==> src/rtl/lfsa_pkg.sv <==
package lfsa_pkg;

  localparam int unsigned SLOTS     = 64;
  localparam int unsigned SLOT_W    = (SLOTS > 1) ? $clog2(SLOTS) : 1;
  localparam int unsigned CNT_W     = SLOT_W + 1;
  localparam int unsigned TIME_W    = 32;
  localparam int unsigned SLOT_IDX_W = 6;

  typedef struct packed {
    logic in_ready;
    logic rd_en;
    logic latch_hit;
    logic commit;
    logic found;
  } ctl_cmd_t;

  typedef struct packed {
    logic in_valid;
    logic hit;
    logic rd_done;
    logic out_free;
  } dp_sts_t;

endpackage

==> src/rtl/lfsa_req_if.sv <==
interface lfsa_req_if;
  logic                         valid;
  logic                         ready;
  logic [lfsa_pkg::TIME_W-1:0]  arrival_time;
  logic [lfsa_pkg::TIME_W-1:0]  departure_time;

  modport source (output valid, output arrival_time, output departure_time, input ready);
  modport sink   (input valid, input arrival_time, input departure_time, output ready);
endinterface

==> src/rtl/lfsa_rsp_if.sv <==
interface lfsa_rsp_if;
  logic                            valid;
  logic                            ready;
  logic [lfsa_pkg::SLOT_IDX_W-1:0] slot_index;
  logic                            is_target;
  logic                            table_full;

  modport source (output valid, output slot_index, output is_target, output table_full,
                  input ready);
  modport sink   (input valid, input slot_index, input is_target, input table_full,
                  output ready);
endinterface

==> src/rtl/lfsa_cfg_if.sv <==
interface lfsa_cfg_if;
  logic                        valid;
  logic                        ready;
  logic [lfsa_pkg::TIME_W-1:0] data;

  modport source (output valid, output data, input ready);
  modport sink   (input valid, input data, output ready);
endinterface

==> src/rtl/lfsa_ram.sv <==
module lfsa_ram #(
  parameter int unsigned WIDTH = 32,
  parameter int unsigned DEPTH = 64
) (
  input  logic                                   clk_i,
  input  logic                                   we_i,
  input  logic [((DEPTH > 1) ? $clog2(DEPTH) : 1)-1:0] waddr_i,
  input  logic [WIDTH-1:0]                       wdata_i,
  input  logic                                   re_i,
  input  logic [((DEPTH > 1) ? $clog2(DEPTH) : 1)-1:0] raddr_i,
  output logic [WIDTH-1:0]                       rdata_o
);

  logic [WIDTH-1:0] mem_q [DEPTH];
  logic [WIDTH-1:0] rdata_q;

  always_ff @(posedge clk_i) begin
    if (we_i) begin
      mem_q[waddr_i] <= wdata_i;
    end
    if (re_i) begin
      rdata_q <= mem_q[raddr_i];
    end
  end

  assign rdata_o = rdata_q;

endmodule

==> src/rtl/lfsa_ctrl.sv <==
module lfsa_ctrl (
  input  logic               clk_i,
  input  logic               rst_ni,
  input  lfsa_pkg::dp_sts_t  sts_i,
  output lfsa_pkg::ctl_cmd_t cmd_o
);

  typedef enum logic [1:0] {
    ST_IDLE,
    ST_SCAN,
    ST_DONE
  } state_e;

  state_e state_q;
  logic   found_q;

  always_ff @(posedge clk_i or negedge rst_ni) begin
    if (!rst_ni) begin
      state_q <= ST_IDLE;
      found_q <= 1'b0;
    end else begin
      unique case (state_q)
        ST_IDLE: begin
          if (sts_i.in_valid) begin
            state_q <= ST_SCAN;
          end
        end
        ST_SCAN: begin
          priority if (sts_i.hit) begin
            found_q <= 1'b1;
            state_q <= ST_DONE;
          end else if (sts_i.rd_done) begin
            found_q <= 1'b0;
            state_q <= ST_DONE;
          end
        end
        ST_DONE: begin
          if (sts_i.out_free) begin
            state_q <= ST_IDLE;
          end
        end
        default: state_q <= ST_IDLE;
      endcase
    end
  end

  always_comb begin
    cmd_o.in_ready  = (state_q == ST_IDLE);
    cmd_o.rd_en     = (state_q == ST_SCAN) && !sts_i.hit && !sts_i.rd_done;
    cmd_o.latch_hit = (state_q == ST_SCAN) && sts_i.hit;
    cmd_o.commit    = (state_q == ST_DONE) && sts_i.out_free;
    cmd_o.found     = found_q;
  end

endmodule

==> src/rtl/lfsa_dp.sv <==
module lfsa_dp (
  input  logic               clk_i,
  input  logic               rst_ni,
  lfsa_req_if.sink           req_i,
  lfsa_rsp_if.source         rsp_o,
  lfsa_cfg_if.sink           cfg_i,
  input  lfsa_pkg::ctl_cmd_t cmd_i,
  output lfsa_pkg::dp_sts_t  sts_o
);

  logic [lfsa_pkg::TIME_W-1:0]     target_q;
  logic [lfsa_pkg::TIME_W-1:0]     arr_q;
  logic [lfsa_pkg::TIME_W-1:0]     dep_q;
  logic [lfsa_pkg::CNT_W-1:0]      rd_idx_q;
  logic [lfsa_pkg::SLOT_W-1:0]     rd_addr;
  logic [lfsa_pkg::SLOT_W-1:0]     chk_idx_q;
  logic                            chk_vld_q;
  logic [lfsa_pkg::SLOT_W-1:0]     found_idx_q;
  logic [lfsa_pkg::SLOTS-1:0]      written_q;
  logic [lfsa_pkg::TIME_W-1:0]     ram_rdata;
  logic [lfsa_pkg::TIME_W-1:0]     rel_time;
  logic                            load;
  logic                            ram_we;

  logic                            out_vld_q;
  logic [lfsa_pkg::SLOT_IDX_W-1:0] out_slot_q;
  logic                            out_tgt_q;
  logic                            out_full_q;

  assign req_i.ready = cmd_i.in_ready;
  assign cfg_i.ready = 1'b1;
  assign load        = req_i.valid && cmd_i.in_ready;
  assign rd_addr     = rd_idx_q[lfsa_pkg::SLOT_W-1:0];
  assign ram_we      = cmd_i.commit && cmd_i.found;

  lfsa_ram #(
    .WIDTH (lfsa_pkg::TIME_W),
    .DEPTH (lfsa_pkg::SLOTS)
  ) u_ram (
    .clk_i   (clk_i),
    .we_i    (ram_we),
    .waddr_i (found_idx_q),
    .wdata_i (dep_q),
    .re_i    (cmd_i.rd_en),
    .raddr_i (rd_addr),
    .rdata_o (ram_rdata)
  );

  assign rel_time = written_q[chk_idx_q] ? ram_rdata : '0;

  always_comb begin
    sts_o.in_valid = req_i.valid;
    sts_o.hit      = chk_vld_q && (rel_time <= arr_q);
    sts_o.rd_done  = (rd_idx_q == lfsa_pkg::CNT_W'(lfsa_pkg::SLOTS));
    sts_o.out_free = !out_vld_q || rsp_o.ready;
  end

  always_ff @(posedge clk_i or negedge rst_ni) begin
    if (!rst_ni) begin
      target_q  <= '0;
      written_q <= '0;
      chk_vld_q <= 1'b0;
      rd_idx_q  <= '0;
      out_vld_q <= 1'b0;
    end else begin
      if (cfg_i.valid) begin
        target_q <= cfg_i.data;
      end
      chk_vld_q <= cmd_i.rd_en;
      if (load) begin
        rd_idx_q <= '0;
      end else if (cmd_i.rd_en) begin
        rd_idx_q <= rd_idx_q + lfsa_pkg::CNT_W'(1);
      end
      if (ram_we) begin
        written_q[found_idx_q] <= 1'b1;
      end
      if (cmd_i.commit) begin
        out_vld_q <= 1'b1;
      end else if (rsp_o.ready) begin
        out_vld_q <= 1'b0;
      end
    end
  end

  always_ff @(posedge clk_i) begin
    if (load) begin
      arr_q <= req_i.arrival_time;
      dep_q <= req_i.departure_time;
    end
    if (cmd_i.rd_en) begin
      chk_idx_q <= rd_addr;
    end
    if (cmd_i.latch_hit) begin
      found_idx_q <= chk_idx_q;
    end
    if (cmd_i.commit) begin
      out_slot_q <= cmd_i.found ? lfsa_pkg::SLOT_IDX_W'(found_idx_q) : '0;
      out_full_q <= !cmd_i.found;
      out_tgt_q  <= (arr_q == target_q);
    end
  end

  assign rsp_o.valid      = out_vld_q;
  assign rsp_o.slot_index = out_slot_q;
  assign rsp_o.is_target  = out_tgt_q;
  assign rsp_o.table_full = out_full_q;

endmodule

==> src/rtl/lowest_free_slot_allocator.sv <==
// Lowest free slot allocator. Each request (arrival, departure) takes the lowest-numbered
// slot whose release time is at or before its arrival; that slot then holds the departure
// as its new release time. Requests must arrive in nondecreasing arrival order. One result
// is returned per request with the slot index, a target flag (arrival equals the configured
// target arrival) and a full flag (no free slot; nothing allocated, index reads 0). A
// request scans the release-time RAM one entry per cycle from slot 0 through its single
// read port, stopping at the first free slot or after the last slot. All slots are free
// right after reset with no clearing pass. The next request is accepted while the previous
// result waits in the output register. Write the target arrival only while the block
// is idle.
module lowest_free_slot_allocator (
  input  logic       clk_i,
  input  logic       rst_ni,
  lfsa_req_if.sink   req_i,
  lfsa_rsp_if.source rsp_o,
  lfsa_cfg_if.sink   cfg_i
);

  lfsa_pkg::ctl_cmd_t cmd;
  lfsa_pkg::dp_sts_t  sts;

  lfsa_ctrl u_ctrl (
    .clk_i  (clk_i),
    .rst_ni (rst_ni),
    .sts_i  (sts),
    .cmd_o  (cmd)
  );

  lfsa_dp u_dp (
    .clk_i  (clk_i),
    .rst_ni (rst_ni),
    .req_i  (req_i),
    .rsp_o  (rsp_o),
    .cfg_i  (cfg_i),
    .cmd_i  (cmd),
    .sts_o  (sts)
  );

endmodule

==> src/flat_wrapper.sv <==
// flat-port wrapper written by rule: the top's interface ports become plain ports
module lowest_free_slot_allocator_flat 
  (clk_i, rst_ni, req_i_valid, req_i_arrival_time, req_i_departure_time, req_i_ready, rsp_o_valid, rsp_o_slot_index, rsp_o_is_target, rsp_o_table_full, rsp_o_ready, cfg_i_valid, cfg_i_data, cfg_i_ready);
  lfsa_req_if req_i_i ();
  lfsa_rsp_if rsp_o_i ();
  lfsa_cfg_if cfg_i_i ();
  input  logic clk_i;
  input  logic rst_ni;
  input wire logic [$bits(req_i_i.valid)-1:0] req_i_valid;
  input wire logic [$bits(req_i_i.arrival_time)-1:0] req_i_arrival_time;
  input wire logic [$bits(req_i_i.departure_time)-1:0] req_i_departure_time;
  output wire logic [$bits(req_i_i.ready)-1:0] req_i_ready;
  output wire logic [$bits(rsp_o_i.valid)-1:0] rsp_o_valid;
  output wire logic [$bits(rsp_o_i.slot_index)-1:0] rsp_o_slot_index;
  output wire logic [$bits(rsp_o_i.is_target)-1:0] rsp_o_is_target;
  output wire logic [$bits(rsp_o_i.table_full)-1:0] rsp_o_table_full;
  input wire logic [$bits(rsp_o_i.ready)-1:0] rsp_o_ready;
  input wire logic [$bits(cfg_i_i.valid)-1:0] cfg_i_valid;
  input wire logic [$bits(cfg_i_i.data)-1:0] cfg_i_data;
  output wire logic [$bits(cfg_i_i.ready)-1:0] cfg_i_ready;
  assign req_i_i.valid = req_i_valid;
  assign req_i_i.arrival_time = req_i_arrival_time;
  assign req_i_i.departure_time = req_i_departure_time;
  assign req_i_ready = req_i_i.ready;
  assign rsp_o_valid = rsp_o_i.valid;
  assign rsp_o_slot_index = rsp_o_i.slot_index;
  assign rsp_o_is_target = rsp_o_i.is_target;
  assign rsp_o_table_full = rsp_o_i.table_full;
  assign rsp_o_i.ready = rsp_o_ready;
  assign cfg_i_i.valid = cfg_i_valid;
  assign cfg_i_i.data = cfg_i_data;
  assign cfg_i_ready = cfg_i_i.ready;
  lowest_free_slot_allocator u_core (.clk_i(clk_i), .rst_ni(rst_ni), .req_i(req_i_i), .rsp_o(rsp_o_i), .cfg_i(cfg_i_i));
endmodule
==> config.mk <==
export PLATFORM = sky130hd
export DESIGN_NAME = lowest_free_slot_allocator_flat
export DESIGN_NICKNAME = d
export VERILOG_FILES = /design/src/rtl/lfsa_pkg.sv /design/src/rtl/lfsa_req_if.sv /design/src/rtl/lfsa_rsp_if.sv /design/src/rtl/lfsa_cfg_if.sv /design/src/rtl/lfsa_ram.sv /design/src/rtl/lfsa_ctrl.sv /design/src/rtl/lfsa_dp.sv /design/src/rtl/lowest_free_slot_allocator.sv /design/src/flat_wrapper.sv
export SDC_FILE = /design/constraint.sdc
export NUM_CORES = 2
export LEC_CHECK = 0
export BUFFER_PORTS_ARGS = -buffer_cell sky130_fd_sc_hd__buf_2
export CELL_PAD_IN_SITES_DETAIL_PLACEMENT = 0
export CELL_PAD_IN_SITES_GLOBAL_PLACEMENT = 1
export CORE_UTILIZATION = 39
export CTS_CLUSTER_DIAMETER = 150
export CTS_CLUSTER_SIZE = 10
export DETAILED_ROUTE_END_ITERATION = 6
export GPL_ROUTABILITY_DRIVEN = 0
export HOLD_SLACK_MARGIN = 0.15
export PLACE_DENSITY = 0.58
export SYNTH_ARGS = -nofsm -noshare
export SYNTH_HDL_FRONTEND = slang
export SYNTH_SLANG_ARGS = --single-unit
export TNS_END_PERCENT = 20
==> constraint.sdc <==
create_clock -name clk_i -period 6.4 [get_ports clk_i]
set_clock_uncertainty 0.05 [all_clocks]
set_input_delay 1.28 -clock clk_i [delete_from_list [all_inputs] [get_ports clk_i]]
set_output_delay 1.28 -clock clk_i [all_outputs]
set_load 0.01 [all_outputs]
Word level (Yosys, flattened, before mapping)
Memory sizes are Yosys's and may differ from the RTL's. A register that Yosys moved wholly into a read port is not among the register bits. Cells that the tools add are included.

Add/sub/neg operators: 1. Order comparisons: 4. Equal/unequal tests: 7. Mux-type cells: 18. Bitwise logic cells: 1. Reduce and logical (&&, ||, !) cells: 19.

Operators by type and width (count): OR 64 bit (1); == test 32 bit (1); <= comparator 32 bit (1); 2-to-1 mux 32 bit (1); less-than comparator 6 x 7 -> 1 bit, second input constant (2); 2-to-1 mux 7 bit (2); logical AND 1 bit (8); 2-to-1 mux 1 bit (8); 2-to-1 mux 2 bit (4); adder 7 x 1 -> 7 bit, second input constant (1); == test 7 bit, second input constant (1); binary-select mux 1 bit (select 6 bit) (1); demux 1 bit (select 6 bit) (1); greater-or-equal comparator 6 x 1 -> 1 bit, second input constant (1); one-hot mux 2 bit (3 select lines) (1); nonzero test 2 bit (3); logical NOT 1 bit (4); != test 2 bit, second input constant (2); != test 3 bit, second input constant (1); AND reduction 3 bit (1); == test 2 x 1 -> 1 bit, second input constant (1); == test 2 bit, second input constant (1); logical NOT 2 bit (1); AND reduction 2 bit (1); logical OR 1 bit (1).

Flip-flop bits (word level): 192. Memory bits (writable): 2048. Bits of input ports: 101. Output and inout port bits: 11. Word-level logic and storage cells: 65. Memories kept: 1.

Memories: u_core.u_dp.u_ram.mem_q (depth 64, bits a word 32, read ports 1, clocked after memory_dff 1, wr ports 1, RTL line lfsa_ram.sv:14) `logic [WIDTH-1:0] mem_q [DEPTH];`.

Logic depth before layout (Yosys ltp)
Depth in word-level cells: 10. Mapped depth: 16. Depth with buffers taken out: 13.

Modules after synthesis
A second synthesis with hierarchy kept.

Cell total of the unflattened synthesis: 3965. Area, all modules: 87513.9 um^2.

By module, submodules not included: lfsa_ram (instances 1, cells an instance 3324, area an instance 78835.6 um^2, sequential area each 62459.9 um^2); lfsa_dp (instances 1, cells an instance 623, area an instance 8508.2 um^2, sequential area each 5149.9 um^2); lfsa_ctrl (instances 1, cells an instance 18, area an instance 170.2 um^2, sequential area each 75.1 um^2).

Worst setup path after synthesis
OpenSTA, ideal clock, no wires.

Kind: register -> register. Start: reg u_core.u_dp.chk_idx_q[1] in the netlist's numbering. End: reg u_core.u_dp.rd_idx_q[5] in the netlist's numbering. Setup time: 0.152 ns. Arrival: 5.590 ns. Path slack: 0.608 ns. Cell stages (with the launch flop): 16. Path buffers: 3. Cells stage by stage: edfxtp_1 -> clkbuf_1 -> buf_1 -> mux4_2 -> mux4_2 -> mux4_2 -> buf_6 -> and2_1 -> ha_1 -> nand4_1 -> or4_1 -> a41oi_1 -> o21ai_0 -> a21oi_2 -> nand4_1 -> mux2i_1.

RTL lines: start: declaration (RTL line lfsa_dp.sv:16) `logic [lfsa_pkg::SLOT_W-1:0] chk_idx_q;`; start signal: assignment (RTL line lfsa_dp.sv:92) `chk_idx_q <= rd_addr;`; end signal: assignment (RTL line lfsa_dp.sv:73) `rd_idx_q <= rd_idx_q + lfsa_pkg::CNT_W'(1);`; end: declaration (RTL line lfsa_dp.sv:14) `logic [lfsa_pkg::CNT_W-1:0] rd_idx_q;`.

==> results.sh <==
export IMPL_area_growth_pct=14.7
export IMPL_max_slew_margin_pct=20.8
export IMPL_die_area_um2=225000
export IMPL_gr_usage_all_layers_pct=19.3
export IMPL_combPwrFrac_pct=20.6
export IMPL_dr_first_iter_drc_count=3522
export IMPL_grt_pass1_vias=40319
export IMPL_worstSetupEndpoint="u_core.u_dp.found_idx_q[4]"
export IMPL_slowest_stage="mux4_2"
export IMPL_synth_warnings=0
export IMPL_layout_drive_gt1_share_pct=35.3
export IMPL_critPathCaptureType="flop"
export IMPL_critPathMaxStageDelay_ns=0.77
export IMPL_fp_dieH_um=474
export IMPL_fin_tns_setup_ns=0
export IMPL_switching_power_mw=10.5
export IMPL_maxClockFrequency_mhz=170
export IMPL_synthArstFlopShare_pct=4.75
export IMPL_seqCellArea_um2=67700
export IMPL_synth_mux_area_share_pct=18.5
export IMPL_cp_startpoint="u_core.u_dp.chk_idx_q[0]"
export IMPL_clkLatencyLatePin_ns=0.91
export IMPL_dp_cells=6609
export IMPL_drtPass1Iterations=5
export IMPL_reg2reg_depth=13
export IMPL_hpwl_um=125000
export IMPL_postCtsSetupBuffers=0
export IMPL_power_density_nw_per_um2=396
export IMPL_syn_instance_count=3560
export IMPL_critPathMaxFanout=32
export IMPL_synth_avg_cell_area_um2=24.4
export IMPL_ys_seq_area_share_pct=77.9
export IMPL_hold_violations=0
export IMPL_post_route_min_period_ns=5.88
export IMPL_critPathTopFamily="multiplexers"
export IMPL_hold_class="in2async"
export IMPL_path_class="reg2reg"
export IMPL_p_int_mw=28.9
export IMPL_netlist_area_um2=86900
export IMPL_fin_crit_sh_pct=91.9
export IMPL_cts_tree="done"
export IMPL_synthTopCellsByArea="edfxtp_1 (75%), mux4_2 (18%), dfrtp_1 (3.1%)"
export IMPL_clkPwrFrac_pct=33.9
export IMPL_drc=0
export IMPL_antenna_found_initial=19
export IMPL_ff2ff_setup_slack_ns=0.52
export IMPL_portBuffers=110
export IMPL_cp_required_ns=6.89
export IMPL_core_area_um2=221000
export IMPL_final_cell_mix="edfxtp_1 (2164), mux4_2 (688), clkbuf_16 (283)"
export IMPL_fin_cells=6964
export IMPL_status="completed"
export IMPL_synth_top_area_cell="edfxtp_1"
export IMPL_synth_top_family_by_area="multiplexers"
export IMPL_vias=38670
export IMPL_drv_slew=0
export IMPL_initial_utilization_pct=39.4
export IMPL_crit_chain="buf_4 > mux4_1 > mux4_2 > mux4_2 > and2_1 > ha_1 > a21oi_1 > o21ai_0 > a221oi_1 > nand3_1 > o21ai_0 > nand2_1 > nor2_1"
export IMPL_wl_per_cell_um=30.7
export IMPL_num_io_pins=112
export IMPL_worst_pin_slew_ns=1.19
export IMPL_r2r_start="u_core.u_dp.chk_idx_q[0]"
export IMPL_fin_nets=4065
export IMPL_rows=172
export IMPL_synthAdderAreaFrac_pct=0.490
export IMPL_ys_ff_latch=2272
export IMPL_vias_per_cell=5.55
export IMPL_overflow=0
export IMPL_synth_net_count=3695
export IMPL_yosysTopAreaCellShare_pct=74.8
export IMPL_swShare_pct=26.6
export IMPL_cts_repair_resized=0
export IMPL_synth_xor_area_share_pct=0.333
export IMPL_final_common_cell="edfxtp_1"
export IMPL_die_x_um=474
export IMPL_clock_sinks=2272
export IMPL_synth_compound_area_share_pct=0.200
export IMPL_grt_pass1_wl_um=306000
export IMPL_drv_cap=0
export IMPL_synth_ff_type="edfxtp_1"
export IMPL_grt_setup_unrepaired="false"
export IMPL_ir_worst_vdd_mv=0.284
export IMPL_r2r_end="u_core.u_dp.found_idx_q[4]"
export IMPL_multi_input_area_um2=18800
export IMPL_cts_clk_slew_worst_paths_ns=0.06
export IMPL_power_frac_seq_pct=45.5
export IMPL_clockBufferDepth=4
export IMPL_finalWirelength_um=214000
export IMPL_crit_cells=13
export IMPL_nFillCells=18265
export IMPL_crit_arrival_ns=6.37
export IMPL_grt_max_degree=98
export IMPL_setup_violations=0
export IMPL_postCtsHoldBufs=0
export IMPL_synth_simple_area_share_pct=1.55
export IMPL_synth_cell_types=42
export IMPL_cts_max_level=5
export IMPL_cp_start_kind="flop"
export IMPL_p_leak_nw=31.2
export IMPL_synth_edf_count=2164
export IMPL_crit_buf_inv=1
export IMPL_cts_buffers=277
export IMPL_cts_root_buf="clkbuf_16"
export IMPL_holdWs_ns=0.342
export IMPL_ant_nets=0
[sequential cells by signal, indices dropped and copies added (netlist names), 2 cells and up]
signal,flops
u_core.u_dp.written_q,64
u_core.u_dp.rsp_o.slot_index,6
u_core.u_dp.arr_q,32
u_core.u_dp.u_ram.rdata_o,32
u_core.u_dp.target_q,32
u_core.u_dp.found_idx_q,6
u_core.u_dp.dep_q,32
u_core.u_dp.chk_idx_q,6
u_core.u_dp.rd_idx_q,7
u_core.u_dp.u_ram.mem_q,2048
u_core.u_ctrl.state_q,2
[power by group through the flow]
stage | Combinational (mW) | Sequential, mW | Clock, mW
after floorplan | 5.08 | 18.3 | 0
after global placement | 8.21 | 18.2 | 0
after detailed placement | 8.26 | 18.2 | 0
after CTS | 8.27 | 17.9 | 13.7
after global routing | 8.65 | 18.0 | 14.3
final | 8.12 | 17.9 | 13.4
[metrics by stage]
step | setup slack, ns | cell area (um^2) | utilization, % | power (mW)
6_report | 0.520 | 99600 | 45.1 | 39.4
4_1_cts | 0.435 | 99600 | 45.1 | 39.9
3_5_place_dp | 0.470 | 92200 | 41.8 | 26.5
5_1_grt | 0.254 | 99600 | 45.1 | 40.9
3_3_place_gp | 0.464 | 92200 | 41.8 | 26.4
2_1_floorplan | 0.608 | 86900 | - | 23.4
[cell usage after synthesis (2+ instances only)]
cell	number
a21oi_1	13
a221oi_1	2
and2_1	36
and2_4	3
buf_1	18
buf_2	47
buf_6	4
clkbuf_1	100
dfrtp_1	108
edfxtp_1	2164
ha_1	34
inv_1	36
mux2_2	32
mux2i_1	6
mux4_1	5
mux4_2	688
nand2_1	25
nand2b_1	5
nand3_1	10
nand3b_1	3
nand4_1	11
nor2_1	73
nor2b_1	4
nor4_1	9
o211ai_1	2
o21ai_0	8
or2_2	65
or3b_2	3
or4_1	2
xor2_1	32
[worst min-delay path by stage]
stage | start | endpoint | slack, ns | cells past startpoint
final | rst_ni | u_core.u_dp.rd_idx_q[6] | 0.34 | 1
after global routing | rst_ni | u_core.u_dp.target_q[8] | 0.35 | 1
after CTS | rst_ni | u_core.u_dp.target_q[8] | 0.29 | 1
after detailed placement | u_core.u_dp.written_q[40] | u_core.u_dp.written_q[40] | 0.40 | 1
after global placement | u_core.u_dp.written_q[59] | u_core.u_dp.written_q[59] | 0.39 | 1
after floorplan | u_core.u_dp.rd_idx_q[2] | u_core.u_dp.chk_idx_q[2] | 0.37 | 0
[worst register-to-register path, delay by kind of cell, from the launching register on]
family | cells | cell delay (ns)
multiplexers | 3 | 1.97
buffers and inverters | 1 | 0.32
AO/OA/AOI/OAI | 4 | 1.38
flip-flops | 1 | 0.32
adder cells (fa/ha/maj) | 1 | 0.30
AND/OR/NAND/NOR | 4 | 1.18
[routing by layer]
metal	track usage (%)	vias to the layer above	part of all wire [%]
met1	27.5	21282	44
met2	29.8	1189	47
li1	-	15890	-
met4	5.06	8	2.0
met3	4.39	301	6.8
met5	0	-	0.021
[area by class of cell]
cell class	instances	share of cell area [%]
repair buffers	262	1.93
diodes	12	0.0302
multi-input cells	1081	18.9
well taps	2958	3.72
flip-flops and latches	2272	68.0
clock buffers	341	7.33
clock inverters	2	0.0176
inverters	36	0.137
[cell families after synthesis]
kind of cell    Yosys count
flops                  2272
other cells               1
buf+inv                 207
mux                     731
simple gates            253
compound gates           29
fa+ha+maj                34
xor+xnor                 33
Power figures use the tool's default switching activity.
